==> config.mk <==
export PLATFORM = sky130hd
export DESIGN_NAME = cursor_text_buffer_editor_top
export DESIGN_NICKNAME = d
export VERILOG_FILES = /design/src/hw/rtl/ctbe_pkg.sv /design/src/hw/rtl/ctbe_out_buf.sv /design/src/hw/rtl/ctbe_engine.sv /design/src/hw/rtl/cursor_text_buffer_editor_top.sv
export SDC_FILE = /design/constraint.sdc
export NUM_CORES = 1
export LEC_CHECK = 0
export BUFFER_PORTS_ARGS = -buffer_cell sky130_fd_sc_hd__buf_2
export CAP_MARGIN = 20
export CORE_ASPECT_RATIO = 1.5
export CORE_MARGIN = 2
export CORE_UTILIZATION = 44
export CTS_BUF_LIST = sky130_fd_sc_hd__clkbuf_4
export CTS_CLUSTER_SIZE = 10
export DETAILED_ROUTE_END_ITERATION = 12
export GPL_TIMING_DRIVEN = 0
export PLACE_DENSITY = 0.57
export SLEW_MARGIN = 20
export SYNTH_ARGS = -nofsm -noshare
export SYNTH_HDL_FRONTEND = slang
export SYNTH_SLANG_ARGS = --single-unit
==> constraint.sdc <==
create_clock -name clk_i -period 6 [get_ports clk_i]
set_input_delay 0.3 -clock clk_i [delete_from_list [all_inputs] [get_ports clk_i]]
set_output_delay 0.3 -clock clk_i [all_outputs]
set_load 0.01 [all_outputs]
==> src/hw/rtl/ctbe_pkg.sv <==
`default_nettype none
// ---------------------------------------------------------------------------
// ctbe_pkg
// Shared types and constants of the cursor text buffer editor.
// ---------------------------------------------------------------------------
package ctbe_pkg;

  // text capacity in characters (2 .. 64)
  localparam int unsigned TEXT_DEPTH = 64;
  // address bits of the text and clipboard stores
  localparam int unsigned AW = (TEXT_DEPTH > 1) ? $clog2(TEXT_DEPTH) : 1;
  // width of counts, cursor and lengths
  localparam int unsigned CW = 7;

  // command codes
  typedef enum logic [2:0] {
    OP_LEFT   = 3'd0,
    OP_RIGHT  = 3'd1,
    OP_INSERT = 3'd2,
    OP_CUT    = 3'd3,
    OP_COPY   = 3'd4,
    OP_PASTE  = 3'd5,
    OP_READ   = 3'd6
  } opcode_e;

  // sequencer states
  typedef enum logic [3:0] {
    S_IDLE,
    S_SHR_RD,
    S_SHR_WR,
    S_FILL_RD,
    S_FILL_WR,
    S_GRAB_RD,
    S_GRAB_WR,
    S_SHL_RD,
    S_SHL_WR,
    S_READ_RD,
    S_READ_OUT,
    S_STATUS
  } state_e;

  // one result item
  typedef struct packed {
    logic          is_char;
    logic [7:0]    out_char;
    logic          last;
    logic [CW-1:0] text_length;
    logic [CW-1:0] cursor_pos;
    logic          overflow;
  } result_t;

endpackage
`default_nettype wire

==> src/hw/rtl/ctbe_out_buf.sv <==
`default_nettype none
// ---------------------------------------------------------------------------
// ctbe_out_buf
// Single output register that decouples the sequencer from the result sink.
// ---------------------------------------------------------------------------
module ctbe_out_buf
  import ctbe_pkg::*;
(
  input  wire logic    clk_i,
  input  wire logic    rst_ni,
  input  wire logic    push_i,
  input  wire result_t res_i,
  output logic         ready_o,
  output logic         out_valid_o,
  input  wire logic    out_ready_i,
  output result_t      res_o
);

  logic    valid_q, valid_d;
  result_t res_q;

  // room when empty or when the held result leaves this cycle
  assign ready_o = !valid_q || out_ready_i;

  always_comb begin
    valid_d = valid_q;
    if (push_i) begin
      valid_d = 1'b1;
    end else if (out_ready_i) begin
      valid_d = 1'b0;
    end
  end

  always_ff @(posedge clk_i or negedge rst_ni) begin
    if (!rst_ni) begin
      valid_q <= 1'b0;
    end else begin
      valid_q <= valid_d;
    end
  end

  // payload load
  always_ff @(posedge clk_i) begin
    if (push_i && ready_o) begin
      res_q <= res_i;
    end
  end

  assign out_valid_o = valid_q;
  assign res_o       = res_q;

`ifndef NO_ASSERTIONS
  a_no_push_when_full: assert property (@(posedge clk_i) disable iff (!rst_ni)
    push_i |-> ready_o)
    else $error("result pushed into a full output register");
  a_stall_holds: assert property (@(posedge clk_i) disable iff (!rst_ni)
    (out_valid_o && !out_ready_i) |=> (out_valid_o && $stable(res_o)))
    else $error("stalled result changed");
  a_transfer_empties: assert property (@(posedge clk_i) disable iff (!rst_ni)
    (out_valid_o && out_ready_i && !push_i) |=> !out_valid_o)
    else $error("taken result not released");
`endif

endmodule
`default_nettype wire

==> src/hw/rtl/ctbe_engine.sv <==
`default_nettype none
// ---------------------------------------------------------------------------
// ctbe_engine
// Command sequencer with text and clipboard stores and one shared address
// adder; each character passes through a read state and then a write or output state.
// ---------------------------------------------------------------------------
module ctbe_engine
  import ctbe_pkg::*;
(
  input  wire logic          clk_i,
  input  wire logic          rst_ni,
  input  wire logic          in_valid_i,
  output logic               in_ready_o,
  input  wire logic [2:0]    opcode_i,
  input  wire logic [7:0]    character_i,
  input  wire logic [CW-1:0] count_i,
  input  wire logic          buf_ready_i,
  output logic               push_o,
  output result_t            res_o
);

  localparam logic [CW-1:0] DEPTH_C = CW'(TEXT_DEPTH);

  // stores
  logic [7:0] text_mem [TEXT_DEPTH];
  logic [7:0] clip_mem [TEXT_DEPTH];
  logic [7:0] text_rdata_q;
  logic [7:0] clip_rdata_q;

  // control state
  state_e        state_q, state_d;
  logic [CW-1:0] text_cnt_q, text_cnt_d;
  logic [CW-1:0] cursor_q, cursor_d;
  logic [CW-1:0] clip_cnt_q, clip_cnt_d;

  // command payload and loop registers
  opcode_e       op_q;
  logic [7:0]    ch_q;
  logic [CW-1:0] amt_q;
  logic [CW-1:0] idx_q;
  logic [CW-1:0] sum_q;
  logic          ovf_q;

  logic          accept;
  opcode_e       op_in;
  logic [CW-1:0] avail, take, room, paste_amt, ins_amt;
  logic          full, ins_none, ins_ovf;
  logic [CW-1:0] idx_inc, sum_inc;
  logic          fill_last, grab_last, shl_last, read_last, cut_tail;

  // shared adder
  logic [CW-1:0] add_a, add_b, sum;

  logic          text_we, clip_we;
  logic [AW-1:0] text_waddr, text_raddr, clip_waddr, clip_raddr;
  logic [7:0]    text_wdata;

  assign in_ready_o = (state_q == S_IDLE);
  assign accept     = in_valid_i && in_ready_o;
  assign op_in      = opcode_e'(opcode_i);

  // command setup arithmetic
  always_comb begin
    avail     = text_cnt_q - cursor_q;
    take      = (count_i < avail) ? count_i : avail;
    room      = DEPTH_C - text_cnt_q;
    paste_amt = (clip_cnt_q < room) ? clip_cnt_q : room;
    full      = (text_cnt_q >= DEPTH_C);
    ins_amt   = (op_in == OP_PASTE) ? paste_amt : CW'(1);
    ins_none  = (op_in == OP_PASTE) ? (paste_amt == '0) : full;
    ins_ovf   = (op_in == OP_PASTE) ? (clip_cnt_q > room) : full;
  end

  // loop end tests
  assign idx_inc   = idx_q + CW'(1);
  assign sum_inc   = sum_q + CW'(1);
  assign fill_last = (idx_inc == amt_q);
  assign grab_last = fill_last;
  assign shl_last  = (sum_inc >= text_cnt_q);
  assign read_last = (idx_inc == text_cnt_q);
  assign cut_tail  = (amt_q < (text_cnt_q - cursor_q));

  // shared adder operand select
  always_comb begin
    add_a = idx_q;
    add_b = '0;
    unique case (state_q)
      S_SHR_WR, S_SHL_RD:   add_b = amt_q;
      S_FILL_WR, S_GRAB_RD: add_b = cursor_q;
      default:              add_b = '0;
    endcase
  end
  assign sum = add_a + add_b;

  // next state
  always_comb begin
    state_d = state_q;
    unique case (state_q)
      S_IDLE: begin
        if (accept) begin
          unique case (op_in)
            OP_INSERT, OP_PASTE: begin
              if (ins_none) begin
                state_d = S_STATUS;
              end else if (text_cnt_q > cursor_q) begin
                state_d = S_SHR_RD;
              end else begin
                state_d = S_FILL_RD;
              end
            end
            OP_CUT, OP_COPY: state_d = (take == '0) ? S_STATUS : S_GRAB_RD;
            OP_READ:         state_d = (text_cnt_q == '0) ? S_STATUS : S_READ_RD;
            default:         state_d = S_STATUS;
          endcase
        end
      end
      S_SHR_RD:  state_d = S_SHR_WR;
      S_SHR_WR:  state_d = (idx_q == cursor_q) ? S_FILL_RD : S_SHR_RD;
      S_FILL_RD: state_d = S_FILL_WR;
      S_FILL_WR: state_d = fill_last ? S_STATUS : S_FILL_RD;
      S_GRAB_RD: state_d = S_GRAB_WR;
      S_GRAB_WR: begin
        if (!grab_last) begin
          state_d = S_GRAB_RD;
        end else if (op_q == OP_CUT && cut_tail) begin
          state_d = S_SHL_RD;
        end else begin
          state_d = S_STATUS;
        end
      end
      S_SHL_RD:   state_d = S_SHL_WR;
      S_SHL_WR:   state_d = shl_last ? S_STATUS : S_SHL_RD;
      S_READ_RD:  state_d = S_READ_OUT;
      S_READ_OUT: begin
        if (buf_ready_i) begin
          state_d = read_last ? S_IDLE : S_READ_RD;
        end
      end
      S_STATUS: begin
        if (buf_ready_i) begin
          state_d = S_IDLE;
        end
      end
      default: state_d = S_IDLE;
    endcase
  end

  // store control and result outputs
  always_comb begin
    text_we    = 1'b0;
    clip_we    = 1'b0;
    text_waddr = sum[AW-1:0];
    text_wdata = text_rdata_q;
    text_raddr = idx_q[AW-1:0];
    clip_waddr = idx_q[AW-1:0];
    clip_raddr = idx_q[AW-1:0];
    push_o     = 1'b0;
    res_o      = '{is_char: 1'b0, out_char: 8'd0, last: 1'b1,
                   text_length: text_cnt_q, cursor_pos: cursor_q,
                   overflow: ovf_q};
    unique case (state_q)
      S_SHR_WR: text_we = 1'b1;
      S_FILL_WR: begin
        text_we    = 1'b1;
        text_wdata = (op_q == OP_INSERT) ? ch_q : clip_rdata_q;
      end
      S_GRAB_RD: text_raddr = sum[AW-1:0];
      S_GRAB_WR: clip_we = 1'b1;
      S_SHL_RD:  text_raddr = sum[AW-1:0];
      S_SHL_WR: begin
        text_we    = 1'b1;
        text_waddr = idx_q[AW-1:0];
      end
      S_READ_OUT: begin
        push_o = buf_ready_i;
        res_o  = '{is_char: 1'b1, out_char: text_rdata_q, last: read_last,
                   text_length: text_cnt_q, cursor_pos: cursor_q,
                   overflow: 1'b0};
      end
      S_STATUS: push_o = buf_ready_i;
      default: ;
    endcase
  end

  // count, cursor and clipboard length updates
  always_comb begin
    text_cnt_d = text_cnt_q;
    cursor_d   = cursor_q;
    clip_cnt_d = clip_cnt_q;
    unique case (state_q)
      S_IDLE: begin
        if (accept) begin
          case (op_in)
            OP_LEFT: begin
              if (cursor_q != '0) cursor_d = cursor_q - CW'(1);
            end
            OP_RIGHT: begin
              if (cursor_q < text_cnt_q) cursor_d = cursor_q + CW'(1);
            end
            OP_CUT, OP_COPY: clip_cnt_d = take;
            default: ;
          endcase
        end
      end
      S_FILL_WR: begin
        if (fill_last) begin
          cursor_d   = cursor_q + amt_q;
          text_cnt_d = text_cnt_q + amt_q;
        end
      end
      S_GRAB_WR: begin
        if (grab_last && op_q == OP_CUT && !cut_tail) begin
          text_cnt_d = text_cnt_q - amt_q;
        end
      end
      S_SHL_WR: begin
        if (shl_last) text_cnt_d = text_cnt_q - amt_q;
      end
      default: ;
    endcase
  end

  always_ff @(posedge clk_i or negedge rst_ni) begin
    if (!rst_ni) begin
      state_q    <= S_IDLE;
      text_cnt_q <= '0;
      cursor_q   <= '0;
      clip_cnt_q <= '0;
    end else begin
      state_q    <= state_d;
      text_cnt_q <= text_cnt_d;
      cursor_q   <= cursor_d;
      clip_cnt_q <= clip_cnt_d;
    end
  end

  // command latch and loop index
  always_ff @(posedge clk_i) begin
    if (state_q == S_SHL_RD) begin
      sum_q <= sum;
    end
    unique case (state_q)
      S_IDLE: begin
        if (accept) begin
          op_q <= op_in;
          ch_q <= character_i;
          if (op_in == OP_INSERT || op_in == OP_PASTE) begin
            amt_q <= ins_amt;
            ovf_q <= ins_ovf;
            idx_q <= (text_cnt_q > cursor_q) ? text_cnt_q - CW'(1) : '0;
          end else begin
            amt_q <= take;
            ovf_q <= 1'b0;
            idx_q <= '0;
          end
        end
      end
      S_SHR_WR:   idx_q <= (idx_q == cursor_q) ? '0 : idx_q - CW'(1);
      S_FILL_WR:  idx_q <= idx_inc;
      S_GRAB_WR:  idx_q <= grab_last ? cursor_q : idx_inc;
      S_SHL_WR:   idx_q <= idx_inc;
      S_READ_OUT: begin
        if (buf_ready_i) idx_q <= idx_inc;
      end
      default: ;
    endcase
  end

  // text store, registered read
  always_ff @(posedge clk_i) begin
    if (text_we) begin
      text_mem[text_waddr] <= text_wdata;
    end
    text_rdata_q <= text_mem[text_raddr];
  end

  // clipboard store, registered read
  always_ff @(posedge clk_i) begin
    if (clip_we) begin
      clip_mem[clip_waddr] <= text_rdata_q;
    end
    clip_rdata_q <= clip_mem[clip_raddr];
  end

`ifndef NO_ASSERTIONS
  a_cursor_in_text: assert property (@(posedge clk_i) disable iff (!rst_ni)
    cursor_q <= text_cnt_q)
    else $error("cursor beyond end of text");
  a_text_bounded: assert property (@(posedge clk_i) disable iff (!rst_ni)
    text_cnt_q <= DEPTH_C)
    else $error("text length above capacity");
  a_clip_bounded: assert property (@(posedge clk_i) disable iff (!rst_ni)
    clip_cnt_q <= DEPTH_C)
    else $error("clipboard length above capacity");
  a_read_keeps_text: assert property (@(posedge clk_i) disable iff (!rst_ni)
    (state_q == S_READ_OUT) |=> $stable(text_cnt_q) && $stable(cursor_q))
    else $error("text changed during read stream");
  a_left_step: assert property (@(posedge clk_i) disable iff (!rst_ni)
    (accept && op_in == OP_LEFT) |=>
      ((cursor_q + CW'(1)) == $past(cursor_q)) ||
      ($past(cursor_q) == '0 && cursor_q == '0))
    else $error("left move went wrong");
`endif

endmodule
`default_nettype wire

==> src/hw/rtl/cursor_text_buffer_editor_top.sv <==
`default_nettype none
// ---------------------------------------------------------------------------
// cursor_text_buffer_editor_top
// Bounded text buffer with cursor and clipboard, driven by edit commands.
// ---------------------------------------------------------------------------
//  channel  | handshake                   | payload
//  ---------+-----------------------------+------------------------------------
//  command  | in_valid_i / in_ready_o     | opcode_i, character_i, count_i
//  result   | out_valid_o / out_ready_i   | is_char_o, out_char_o, last_o,
//           |                             | text_length_o, cursor_pos_o,
//           |                             | overflow_o
//
//  One command at a time. Moves go straight to the status transfer.
//  Insert and paste shift the tail right and write the inserted bytes,
//  cut and copy grab the taken bytes (and cut shifts the tail left), read
//  streams every byte (a status result when empty): the text store, with
//  one write port and one registered read port, reads then writes each byte.
//  Reset clears length, cursor and clipboard length; store contents are
//  not cleared. A stalled result holds in the output register and the
//  sequencer waits behind it.
// ---------------------------------------------------------------------------
module cursor_text_buffer_editor_top
  import ctbe_pkg::*;
(
  input  wire logic          clk_i,
  input  wire logic          rst_ni,
  input  wire logic          in_valid_i,
  output logic               in_ready_o,
  input  wire logic [2:0]    opcode_i,
  input  wire logic [7:0]    character_i,
  input  wire logic [CW-1:0] count_i,
  output logic               out_valid_o,
  input  wire logic          out_ready_i,
  output logic               is_char_o,
  output logic [7:0]         out_char_o,
  output logic               last_o,
  output logic [CW-1:0]      text_length_o,
  output logic [CW-1:0]      cursor_pos_o,
  output logic               overflow_o
);

  logic    push;
  logic    buf_ready;
  result_t res;
  result_t res_out;

  // command sequencer and stores
  ctbe_engine u_engine (
    .clk_i       (clk_i),
    .rst_ni      (rst_ni),
    .in_valid_i  (in_valid_i),
    .in_ready_o  (in_ready_o),
    .opcode_i    (opcode_i),
    .character_i (character_i),
    .count_i     (count_i),
    .buf_ready_i (buf_ready),
    .push_o      (push),
    .res_o       (res)
  );

  // result register
  ctbe_out_buf u_out_buf (
    .clk_i       (clk_i),
    .rst_ni      (rst_ni),
    .push_i      (push),
    .res_i       (res),
    .ready_o     (buf_ready),
    .out_valid_o (out_valid_o),
    .out_ready_i (out_ready_i),
    .res_o       (res_out)
  );

  assign is_char_o     = res_out.is_char;
  assign out_char_o    = res_out.out_char;
  assign last_o        = res_out.last;
  assign text_length_o = res_out.text_length;
  assign cursor_pos_o  = res_out.cursor_pos;
  assign overflow_o    = res_out.overflow;

endmodule
`default_nettype wire

==> results.sh <==
export IMPL_outcome="completed"
export IMPL_postCtsSetupBuffers=0
export IMPL_clock_latency_ns=1.18
export IMPL_worstPathArrival_ns=6.42
export IMPL_coreArea_mm2=0.103
export IMPL_postSynthCellCount=2642
export IMPL_yosysMostFrequentCell="edfxtp_1"
export IMPL_syn_mean_instance_area_um2=17.3
export IMPL_endpoint_kind="flip-flop"
export IMPL_yosysTopAreaCell="edfxtp_1"
export IMPL_cts_made_buffers=279
export IMPL_syn_num_nets=2720
export IMPL_final_nets=3119
export IMPL_synth_edf_count=1082
export IMPL_die_y_um=399
export IMPL_max_freq_mhz=175
export IMPL_yosysWarnings=0
export IMPL_htreeDepth=5
export IMPL_grt_max_degree=67
export IMPL_clock_sinks=1124
export IMPL_fin_area_mm2=0.0524
export IMPL_drc=0
export IMPL_root_buffer="clkbuf_4"
export IMPL_fp_row_count=144
export IMPL_fp_dieArea_mm2=0.107
export IMPL_detail_route_antenna_nets=0
export IMPL_wl_per_cell_um=29.3
export IMPL_worstSetupPathType="reg2reg"
export IMPL_setup_violations=0
export IMPL_switching_share_pct=38.4
export IMPL_period_needed_ns=5.70
export IMPL_die_w_um=267
export IMPL_synth_top_cells_by_area="edfxtp_1 (71%), mux4_2 (6.3%), a22oi_1 (3.4%)"
export IMPL_power_frac_clock_pct=22.0
export IMPL_area_growth_pct=14.5
export IMPL_hp_class="in2reg"
export IMPL_grt_pass1_vias=28256
export IMPL_rsz0062_at_grt="false"
export IMPL_slew_headroom_pct=14.2
export IMPL_p_int_uw=17900
export IMPL_grt_pass1_wl_um=193000
export IMPL_first_iter_violations=2654
export IMPL_via_per_inst=5.88
export IMPL_grt_overflow=0
export IMPL_power_switching_uw=11100
export IMPL_io_pins=49
export IMPL_place_area_mm2=0.0485
export IMPL_fin_skew_ns=0.0831
export IMPL_antenna_found_initial=2
export IMPL_cp_max_fo=10
export IMPL_p_comb_share_pct=40.2
export IMPL_finalSetupTns_ns=0
export IMPL_synth_seq_cells=1124
export IMPL_clockBufferDepth=4
export IMPL_vias=27174
export IMPL_start_util_pct=44.5
export IMPL_cts_hold_buf=47
export IMPL_p_per_area_mw_per_mm2=553
export IMPL_synth_async_sr_flop_share_pct=2.31
export IMPL_maxCapViolations=0
export IMPL_seq_power_share_pct=37.8
export IMPL_io_buffers=48
export IMPL_routed_wl_um=135000
export IMPL_synth_flop_cell="edfxtp_1"
export IMPL_drive_above_1_share_pct=22.0
export IMPL_synth_common_cells="edfxtp_1 (1082), a22oi_1 (207), nor2_1 (203)"
export IMPL_synth_top_area_share_pct=71.0
export IMPL_firstDrtPassIters=6
export IMPL_hpwl_um=92100
export IMPL_worst_slew_pin_slew_ns=1.29
export IMPL_hold_violations=0
export IMPL_crit_path_start_kind="flip-flop"
export IMPL_cts_tree="done"
export IMPL_cts_resized_gates=0
export IMPL_irDropWorstVdd_v=0.000337
export IMPL_leakage_uw=0.0174
export IMPL_grt_usage_pct=25.7
export IMPL_place_congestion=0.933
export IMPL_slew_violations=0
export IMPL_ys_seq_area_share_pct=73.1
export IMPL_required_ns=6.72
export IMPL_synth_area_mm2=0.0458
export IMPL_period_share_pct=95.0
export IMPL_cts_clk_slew_worst_paths_ns=0.08
export IMPL_synth_cell_types=87
area by class of cell:
cell class                      count  area, um2
Fill cell                        8617      50400
Sequential cell                  1124      33500
Multi-Input combinational cell   1325      11600
Clock buffer                      405       3040
Tap cell                         1387       1740
Timing Repair Buffer              118       1290
Buffer                            149        651
Clock inverter                     65        443
Inverter                           44        165
Antenna cell                        2       5.00
cells in the final DEF (no fill, tap or decap), drive strengths merged, types with 9 or more instances in the layout:
| cell | instances |
|---|---|
| edfxtp | 1082 |
| clkbuf | 498 |
| a22oi | 207 |
| nor2 | 204 |
| mux2i | 151 |
| mux4 | 128 |
| buf | 128 |
| nand2 | 78 |
| clkinv | 55 |
| ha | 52 |
| inv | 47 |
| dlygate4sd3 | 46 |
| a21oi | 43 |
| o21ai | 42 |
| xnor2 | 37 |
| a41oi | 37 |
| a31oi | 30 |
| a22o | 29 |
| a221oi | 28 |
| dfrtp | 26 |
| nor3 | 25 |
| nor4 | 24 |
| xor2 | 22 |
| dfxtp | 16 |
| and2 | 14 |
| nand4 | 12 |
| nand3 | 11 |
| a21o | 11 |
| o22ai | 10 |
| nor2b | 9 |
worst max-delay path, cell delays in order (launching register included):
cell and delay (ns):
edfxtp_1 0.42, clkbuf_1 0.53, inv_1 0.29, nor3_1 0.28, clkbuf_1 0.97, buf_1 0.92, nand2_1 0.76, nor2_1 1.07
through the flow:
stage,power [uW],util (%),hold slack (ns),cells,worst slack (ns)
final,29000,51.0,0.151,4619,0.301
after global routing,30200,51.0,0.0865,4619,0.00337
after CTS,29100,51.0,0.0146,4617,0.390
after detailed placement,22600,47.1,0.376,4100,0.553
after global placement,22100,46.4,0.373,4077,-3.06
after floorplan,17800,-,0.00441,2642,1.68
per-layer routing:
metal	vias to the layer above	wire, um	track usage, %
li1	11727	-	-
met1	13763	46800	28.2
met2	1308	71300	45.8
met3	376	8750	4.76
met4	0	8550	15.9
met5	-	0	0
power groups by stage:
stage,Combinational [uW],Sequential (uW),Clock (uW)
2_1_floorplan,6720,11000,0
4_1_cts,11600,11000,6510
3_5_place_dp,11400,11100,0
5_1_grt,12300,11000,6900
6_report,11700,11000,6380
3_3_place_gp,10400,11700,0
path summary, 6_finish.rpt:
check | slack [ns] | start | to | cells after the start
max in group asynchronous | 5.58 | rst_ni | u_engine.text_cnt_q[4] | 4
worst max register to register | 0.30 | u_engine.add_a[0] | u_engine.clip_mem[27][2] | 7
worst min-delay path | 0.15 | count_i[5] | u_engine.clip_cnt_q[5] | 4
worst min register to register | 0.55 | u_engine.text_cnt_q[6] | u_out_buf.res_o[14] | 0
min in group asynchronous | 0.18 | rst_ni | u_engine.clip_cnt_q[1] | 4
worst max-delay path | 0.30 | u_engine.add_a[0] | u_engine.clip_mem[27][2] | 7
cell families (layout without fill, tap and decap cells):
family                   after synthesis  in the layout  share of synthesized area, %
flip-flops                          1124           1124                          73.1
adder cells (fa/ha/maj)               58             58                          1.64
XOR/XNOR                              64             64                          1.37
multiplexers                         286            286                          9.81
other                                  0              2                             0
buffers and inverters                193            781                          1.76
AND/OR/NAND/NOR                      416            416                          4.16
AO/OA/AOI/OAI                        501            501                          8.18
sequential cells by signal (all words and copies together), names as in the netlist, 8 cells and up:
signal,cells
u_engine.clip_mem,512
u_engine.text_mem,512
u_out_buf.res_o,25
u_engine.ch_q,8
u_engine.clip_rdata_q,8
u_engine.text_rdata_q,8
Note: power is estimated with default switching activity, not from simulation.
